`src/rtl/sapq_pkg.sv`:
```
// Shared types and constants for the sorted array priority queue.
package sapq_pkg;

    localparam int DEPTH = 16;
    localparam int CNT_W = $clog2(DEPTH + 1);
    localparam int IDX_W = (DEPTH > 1) ? $clog2(DEPTH) : 1;
    localparam int DATA_W = 32;

    typedef logic signed [DATA_W-1:0] data_t;

    // request codes
    localparam logic [1:0] REQ_INSERT = 2'd0;
    localparam logic [1:0] REQ_DELETE = 2'd1;
    localparam logic [1:0] REQ_READ   = 2'd2;

    // status codes
    localparam logic [1:0] STS_OK       = 2'd0;
    localparam logic [1:0] STS_FULL     = 2'd1;
    localparam logic [1:0] STS_EMPTY    = 2'd2;
    localparam logic [1:0] STS_NOTFOUND = 2'd3;

    typedef struct packed {
        logic [1:0] req_type;
        data_t      value;
    } in_item_t;

    typedef struct packed {
        logic [1:0]       status;
        data_t            entry_value;
        logic [CNT_W-1:0] entry_count;
        logic             last;
    } out_item_t;

    typedef enum logic [1:0] {
        OP_NONE,
        OP_INSERT,
        OP_DELETE
    } op_t;

    typedef enum logic {
        ST_IDLE,
        ST_READ
    } state_t;

    // controller to datapath
    typedef struct packed {
        op_t        op;
        logic       ptr_clear;
        logic       ptr_step;
        logic       out_load;
        logic [1:0] out_status;
        logic       out_entry;
    } cmd_t;

    // datapath to controller
    typedef struct packed {
        logic full;
        logic empty;
        logic found;
        logic rd_last;
        logic out_busy;
    } sts_t;

endpackage

```
`src/rtl/sapq_dp.sv`:
```
// Datapath: entry cell chain, count, read pointer and output register.
module sapq_dp (
    input  logic               clk,
    input  logic               rst_n,
    input  sapq_pkg::data_t    value,
    input  sapq_pkg::cmd_t     cmd,
    output sapq_pkg::sts_t     sts,
    output logic               out_valid,
    input  logic               out_stall,
    output sapq_pkg::out_item_t out_data
);

    sapq_pkg::data_t              entry_reg  [sapq_pkg::DEPTH];
    sapq_pkg::data_t              entry_next [sapq_pkg::DEPTH];
    logic [sapq_pkg::DEPTH-1:0]   live;
    logic [sapq_pkg::DEPTH-1:0]   ge;
    logic [sapq_pkg::DEPTH-1:0]   eq;

    logic [sapq_pkg::CNT_W-1:0]   count_reg;
    logic [sapq_pkg::CNT_W-1:0]   count_next;
    logic [sapq_pkg::IDX_W-1:0]   rd_ptr_reg;
    logic [sapq_pkg::IDX_W-1:0]   rd_ptr_next;

    logic                         out_valid_reg;
    logic                         out_valid_next;
    sapq_pkg::out_item_t          out_data_reg;
    sapq_pkg::out_item_t          out_data_next;

    // per-cell compare against the request value
    always_comb
    begin
        for (int i = 0; i < sapq_pkg::DEPTH; i++)
        begin
            live[i] = sapq_pkg::CNT_W'(i) < count_reg;
            ge[i]   = value >= entry_reg[i];
            eq[i]   = live[i] && (value == entry_reg[i]);
        end
    end

    // Entries are descending, so ge marks the tail from the insert point,
    // and on a delete it marks the matched entry and everything after it.
    genvar g;
    generate
        for (g = 0; g < sapq_pkg::DEPTH; g++)
        begin : g_cell
            logic take_prev;
            if (g == 0)
            begin : g_first
                assign take_prev = 1'b0;
            end
            else
            begin : g_rest
                assign take_prev = !live[g-1] || ge[g-1];
            end

            always_comb
            begin
                entry_next[g] = entry_reg[g];
                case (cmd.op)
                    sapq_pkg::OP_INSERT:
                    begin
                        if (!live[g] || ge[g])
                        begin
                            if (g == 0)
                            begin
                                entry_next[g] = value;
                            end
                            else
                            begin
                                entry_next[g] = take_prev ? entry_reg[(g == 0) ? 0 : g-1]
                                                          : value;
                            end
                        end
                    end
                    sapq_pkg::OP_DELETE:
                    begin
                        if (live[g] && ge[g] && (g < sapq_pkg::DEPTH - 1))
                        begin
                            entry_next[g] =
                                entry_reg[(g < sapq_pkg::DEPTH - 1) ? g+1 : g];
                        end
                    end
                    default:
                    begin
                        entry_next[g] = entry_reg[g];
                    end
                endcase
            end

            always_ff @(posedge clk)
            begin
                entry_reg[g] <= entry_next[g];
            end
        end
    endgenerate

    always_comb
    begin
        case (cmd.op)
            sapq_pkg::OP_INSERT: count_next = count_reg + sapq_pkg::CNT_W'(1);
            sapq_pkg::OP_DELETE: count_next = count_reg - sapq_pkg::CNT_W'(1);
            default:             count_next = count_reg;
        endcase

        rd_ptr_next = rd_ptr_reg;
        if (cmd.ptr_clear)
        begin
            rd_ptr_next = '0;
        end
        else if (cmd.ptr_step)
        begin
            rd_ptr_next = rd_ptr_reg + sapq_pkg::IDX_W'(1);
        end
    end

    always_comb
    begin
        sts.full     = count_reg == sapq_pkg::CNT_W'(sapq_pkg::DEPTH);
        sts.empty    = count_reg == '0;
        sts.found    = |eq;
        sts.rd_last  = (sapq_pkg::CNT_W'(rd_ptr_reg) + sapq_pkg::CNT_W'(1)) == count_reg;
        sts.out_busy = out_valid_reg && out_stall;
    end

    always_comb
    begin
        out_data_next = out_data_reg;
        out_valid_next = out_valid_reg && out_stall;
        if (cmd.out_load)
        begin
            out_valid_next            = 1'b1;
            out_data_next.status      = cmd.out_status;
            out_data_next.entry_count = count_next;
            if (cmd.out_entry)
            begin
                out_data_next.entry_value = entry_reg[rd_ptr_reg];
                out_data_next.last        = sts.rd_last;
            end
            else
            begin
                out_data_next.entry_value = '0;
                out_data_next.last        = 1'b1;
            end
        end
    end

    always_ff @(posedge clk or negedge rst_n)
    begin
        if (!rst_n)
        begin
            count_reg     <= '0;
            rd_ptr_reg    <= '0;
            out_valid_reg <= 1'b0;
        end
        else
        begin
            count_reg     <= count_next;
            rd_ptr_reg    <= rd_ptr_next;
            out_valid_reg <= out_valid_next;
        end
    end

    always_ff @(posedge clk)
    begin
        out_data_reg <= out_data_next;
    end

    assign out_valid = out_valid_reg;
    assign out_data  = out_data_reg;

endmodule

```
`src/rtl/sapq_ctrl.sv`:
```
// Controller: request decode and read-out sequencing.
module sapq_ctrl (
    input  logic           clk,
    input  logic           rst_n,
    input  logic           in_valid,
    input  logic [1:0]     req_type,
    output logic           in_stall,
    input  sapq_pkg::sts_t sts,
    output sapq_pkg::cmd_t cmd
);

    sapq_pkg::state_t state_reg;
    sapq_pkg::state_t state_next;
    logic             take;

    assign take = in_valid && !sts.out_busy && (state_reg == sapq_pkg::ST_IDLE);

    always_comb
    begin
        state_next = state_reg;
        case (state_reg)
            sapq_pkg::ST_IDLE:
            begin
                if (take && (req_type == sapq_pkg::REQ_READ) && !sts.empty)
                begin
                    state_next = sapq_pkg::ST_READ;
                end
            end
            sapq_pkg::ST_READ:
            begin
                if (!sts.out_busy && sts.rd_last)
                begin
                    state_next = sapq_pkg::ST_IDLE;
                end
            end
            default:
            begin
                state_next = sapq_pkg::ST_IDLE;
            end
        endcase
    end

    always_comb
    begin
        cmd            = '0;
        cmd.op         = sapq_pkg::OP_NONE;
        cmd.out_status = sapq_pkg::STS_OK;
        in_stall       = (state_reg != sapq_pkg::ST_IDLE) || sts.out_busy;
        case (state_reg)
            sapq_pkg::ST_IDLE:
            begin
                if (take)
                begin
                    case (req_type)
                        sapq_pkg::REQ_INSERT:
                        begin
                            cmd.out_load = 1'b1;
                            if (sts.full)
                            begin
                                cmd.out_status = sapq_pkg::STS_FULL;
                            end
                            else
                            begin
                                cmd.op = sapq_pkg::OP_INSERT;
                            end
                        end
                        sapq_pkg::REQ_DELETE:
                        begin
                            cmd.out_load = 1'b1;
                            if (sts.empty)
                            begin
                                cmd.out_status = sapq_pkg::STS_EMPTY;
                            end
                            else if (!sts.found)
                            begin
                                cmd.out_status = sapq_pkg::STS_NOTFOUND;
                            end
                            else
                            begin
                                cmd.op = sapq_pkg::OP_DELETE;
                            end
                        end
                        sapq_pkg::REQ_READ:
                        begin
                            if (sts.empty)
                            begin
                                cmd.out_load   = 1'b1;
                                cmd.out_status = sapq_pkg::STS_EMPTY;
                            end
                            else
                            begin
                                cmd.ptr_clear = 1'b1;
                            end
                        end
                        default:
                        begin
                            cmd.op = sapq_pkg::OP_NONE;
                        end
                    endcase
                end
            end
            sapq_pkg::ST_READ:
            begin
                if (!sts.out_busy)
                begin
                    cmd.out_load  = 1'b1;
                    cmd.out_entry = 1'b1;
                    cmd.ptr_step  = 1'b1;
                end
            end
            default:
            begin
                cmd.op = sapq_pkg::OP_NONE;
            end
        endcase
    end

    always_ff @(posedge clk or negedge rst_n)
    begin
        if (!rst_n)
        begin
            state_reg <= sapq_pkg::ST_IDLE;
        end
        else
        begin
            state_reg <= state_next;
        end
    end

endmodule

```
`src/rtl/sorted_array_priority_queue_core.sv`:
```
// Top level of the sorted array priority queue.
//
//   channel  direction  handshake            payload
//   in       input      in_valid / in_stall   in_data  (req_type, value)
//   out      output     out_valid / out_stall out_data (status, entry_value,
//                                                       entry_count, last)
//
// Insert and delete finish in the cycle of the transfer: every cell compares and
// shifts at once, so one such request can be taken each cycle while not stalled.
// A read first clears the pointer, then gives one entry per cycle, while not
// stalled, from the single read port on the cell chain.
// Reset clears the count, pointer and output valid; entry contents are not reset.
// A stalled output holds its result and stalls the input in turn.
module sorted_array_priority_queue_core (
    input  logic                clk,
    input  logic                rst_n,
    input  logic                in_valid,
    output logic                in_stall,
    input  sapq_pkg::in_item_t  in_data,
    output logic                out_valid,
    input  logic                out_stall,
    output sapq_pkg::out_item_t out_data
);

    sapq_pkg::cmd_t cmd;
    sapq_pkg::sts_t sts;

    sapq_ctrl u_ctrl (
        .clk      (clk),
        .rst_n    (rst_n),
        .in_valid (in_valid),
        .req_type (in_data.req_type),
        .in_stall (in_stall),
        .sts      (sts),
        .cmd      (cmd)
    );

    sapq_dp u_dp (
        .clk       (clk),
        .rst_n     (rst_n),
        .value     (in_data.value),
        .cmd       (cmd),
        .sts       (sts),
        .out_valid (out_valid),
        .out_stall (out_stall),
        .out_data  (out_data)
    );

endmodule

```
`config.mk`:
```
export PLATFORM = sky130hd
export DESIGN_NAME = sorted_array_priority_queue_core
export DESIGN_NICKNAME = d
export VERILOG_FILES = /design/src/rtl/sapq_pkg.sv /design/src/rtl/sapq_dp.sv /design/src/rtl/sapq_ctrl.sv /design/src/rtl/sorted_array_priority_queue_core.sv
export SDC_FILE = /design/constraint.sdc
export NUM_CORES = 2
export LEC_CHECK = 0
export BUFFER_PORTS_ARGS = -buffer_cell sky130_fd_sc_hd__buf_2
export CELL_PAD_IN_SITES_DETAIL_PLACEMENT = 0
export CELL_PAD_IN_SITES_GLOBAL_PLACEMENT = 1
export CORE_MARGIN = 5
export CORE_UTILIZATION = 47
export DETAILED_ROUTE_END_ITERATION = 10
export PLACE_DENSITY = 0.76
export RECOVER_POWER = 25
export REMOVE_ABC_BUFFERS = 1
export SLEW_MARGIN = 20
export SYNTH_ARGS = -nofsm -noshare
export SYNTH_HDL_FRONTEND = slang
export SYNTH_SLANG_ARGS = --single-unit
```
`constraint.sdc`:
```
create_clock -name clk -period 5.9 [get_ports clk]
set_input_delay 0 -clock clk [delete_from_list [all_inputs] [get_ports clk]]
set_output_delay 0 -clock clk [all_outputs]
set_load 0.01 [all_outputs]
```
==> impl_metrics.toml <==
[run_status]
status = "complete, but fails checks"
violations = "capacitance limit, slew limit"

[min_path]
holdPathStages = 2
hold_end = "u_dp.entry_reg[15][8]"
hold_path.class = "input port to flop"
hold_start = "in_data[8]"

[grt]
grt_pass1_wl_um = 245000
grt_pass1_vias = 38038
grt_max_degree = 103
grt_util_all_layers_pct = 30.7
grt.overflow.total = 0
antenna_found_initial = 12

[floorplanning]
core_sq_um = 96700
io_pins = 80
die_w_um = 322
die_area_sq_um = 104000
initial_core_util_pct = 47.4
die_y_um = 322
row_count = 114

[sta]
grt_setup_unrepaired = "false"
fmax_mhz = 187
setup_ws_ns = 0.562
tightest_slew_ns = 2.71
hold_viol_final = 0
slew_headroom_pct = -80.8
skew_ns = 0.0191
slew_violations = 115
fin_crit_sh_pct = 90.5
setup_viol = 0
fin_crit_ns = 5.34
fin_tns_setup_ns = 0

[route]
drt_wl_total_um = 165000
avgViaCountPerCell = 6.88
dr.pass1.iters = 5
drtIter0Drc = 5377
wl_per_cell_um = 28.2
ant_nets = 0
route.detailed.drc = 0
via_count = 40311

[placed_design]
dpl-instance-area_sq_um = 47900
dp_slack_ns = 1.17
hpwl_um = 125000
gp_congestion = 0.961
port_buffers = 79
placed_cells = 5720

[power_and_ir_drop]
p_leak_nw = 19.2
irDropWorstVdd_mv = 0.231
p_per_area_nw_per_um2 = 276

[cells_and_area]
fin_area_sq_um = 50200
drive_gt1_share_pct = 11.0
stdcell_count = 5862
final_net_count = 5088
syn_to_final_growth_pct = 9.46
largest_reg_flops = 512

[cts]
cts_tree = "done"
clk_pin_slew_worst_paths_ns = 0.06
cts_hold_buf = 10
cts_root_buf = "clkbuf_16"
post_cts_buffers = 0
clk_path_buf_depth = 3
clk_latency_ns = 0.64
cts_resized = 0
numCtsBuffers = 73
cts.sinks = 563
htree_levels = 3

[worst_setup_path]
ff2ff_path_depth = 7
r2r-end = "u_dp.out_data[0]"
cp_slowest_stage_delay_ns = 2.18
regToRegSetupSlack_ns = 0.56
cp_num_buf_inv = 2
cp.required_ns = 6.34
worst-setup-path-type = "flop to flop"
crit_top_cell = "clkbuf_1"
cp_data_arrival_time_ns = 5.78
startpoint = "u_dp.rd_ptr_reg[1]"
crit_path_max_fanout = 45
endpoint_kind = "flop"
critical-path-slowest-cell = "dfrtp_1"
path_cells = "clkbuf_1 -> nand3_1 -> nor2_1 -> a22oi_1 -> a2111oi_0 -> clkbuf_1 -> nand2b_1"
r2r_start = "u_dp.rd_ptr_reg[1]"
cp-start-kind = "flop"
cp_top_family = "flip-flops"

[logic_synthesis]
ys_async_sr_fraction_pct = 1.95
yosysTopAreaCell = "edfxtp_1"
synth_edf_count = 552
syn_avg_cell_area_sq_um = 10.0
yosys_register_bits = 563
synth_flop_cell = "edfxtp_1"
ys_seq_area_share_pct = 36.8
synth_area_sq_um = 45800
synthDistinctLibCells = 77
yosys_warnings = 0
syn_inst = 4574
yosysMostFrequentCell = "inv_1"
synth_top_area_share_pct = 36.2
synth_area_leaders = "edfxtp_1, ha_1, mux4_2"
netlist_top_cells_count = "inv_1, edfxtp_1, ha_1"

[run]
maxCapViolCount = 4
metrics by stage:
stage	utilization [%]	hold slack (ns)	total power [mW]
finish	51.9	0.0825	13.9
global placement	49.5	-0.0743	9.41
floorplan	-	-0.296	7.99
global route	51.9	0.0494	14.3
detailed placement	49.5	-0.0811	9.46
CTS	52.0	0.0145	13.8
kinds of logic (layout without fill, tap and decap cells):
family / after synthesis / after routing / share of synthesized area (%)
other: 0 / 1 / 0
adder cells (fa/ha/maj): 519 / 519 / 14.2
AO/OA/AOI/OAI: 1317 / 1317 / 20.8
multiplexers: 199 / 199 / 8.81
buffers and inverters: 903 / 914 / 7.48
AND/OR/NAND/NOR: 1060 / 1060 / 11.7
XOR/XNOR: 13 / 13 / 0.248
flip-flops: 563 / 563 / 36.8
worst max-delay path by stage:
stage | to | slack, ns | cells past startpoint
after detailed placement | u_dp.entry_reg[14][10] | 1.17 | 14
final | u_dp.out_data[0] | 0.56 | 7
after floorplan | u_dp.entry_reg[11][0] | -22.35 | 11
after global placement | u_dp.entry_reg[12][22] | 1.18 | 12
after CTS | u_dp.entry_reg[8][22] | 1.13 | 12
after global routing | u_dp.out_data[0] | 0.42 | 7
layout by cell type (no fill, tap or decap), drive strengths merged, types with 10 or more instances in the layout:
cell type and instances:
a21o 63, nor2b 59, nand4 132, nor4 20, o2111ai 35, o311ai 316, o21ai 270, nand3 126
clkinv 30, o31ai 10, a311oi 32, dfrtp 11, a221o 77, nor3 34, o21a 28, a221oi 13
and2 44, inv 558, edfxtp 552, nand2 463, nor2 63, and4 67, dlygate4sd3 10, mux4 160
o211ai 117, mux2 35, ha 519, a21oi 205, o221ai 65, clkbuf 159, a31oi 10, buf 155
where the power goes:
| part | internal [mW] | switching (mW) |
|---|---|---|
| clock network | 2.51 | 1.85 |
| registers | 4.79 | 0.392 |
| logic | 1.78 | 2.53 |
per-layer routing:
metal	GRT usage, %	share of wire [%]
met1	44.6	42
met2	46.6	43
met4	9.68	3.4
met3	6.24	11
met5	0	0.031
worst reg2reg max path: stages (launching register included):
cell and delay, ns:
dfrtp_1 2.18, clkbuf_1 1.49, nand3_1 0.33, nor2_1 0.18, a22oi_1 0.09, a2111oi_0 0.37
clkbuf_1 0.23, nand2b_1 0.27
final cells by class:
cell class	instances	area [sq um]
flip-flops and latches	563	16900
inverters	558	2100
well taps	1276	1600
multi-input cells	3108	25800
fillers	8756	46500
repair buffers	227	1570
diodes	1	2.50
clock inverters	32	198
clock buffers	97	2040
Note: power is estimated with default switching activity, not from simulation.
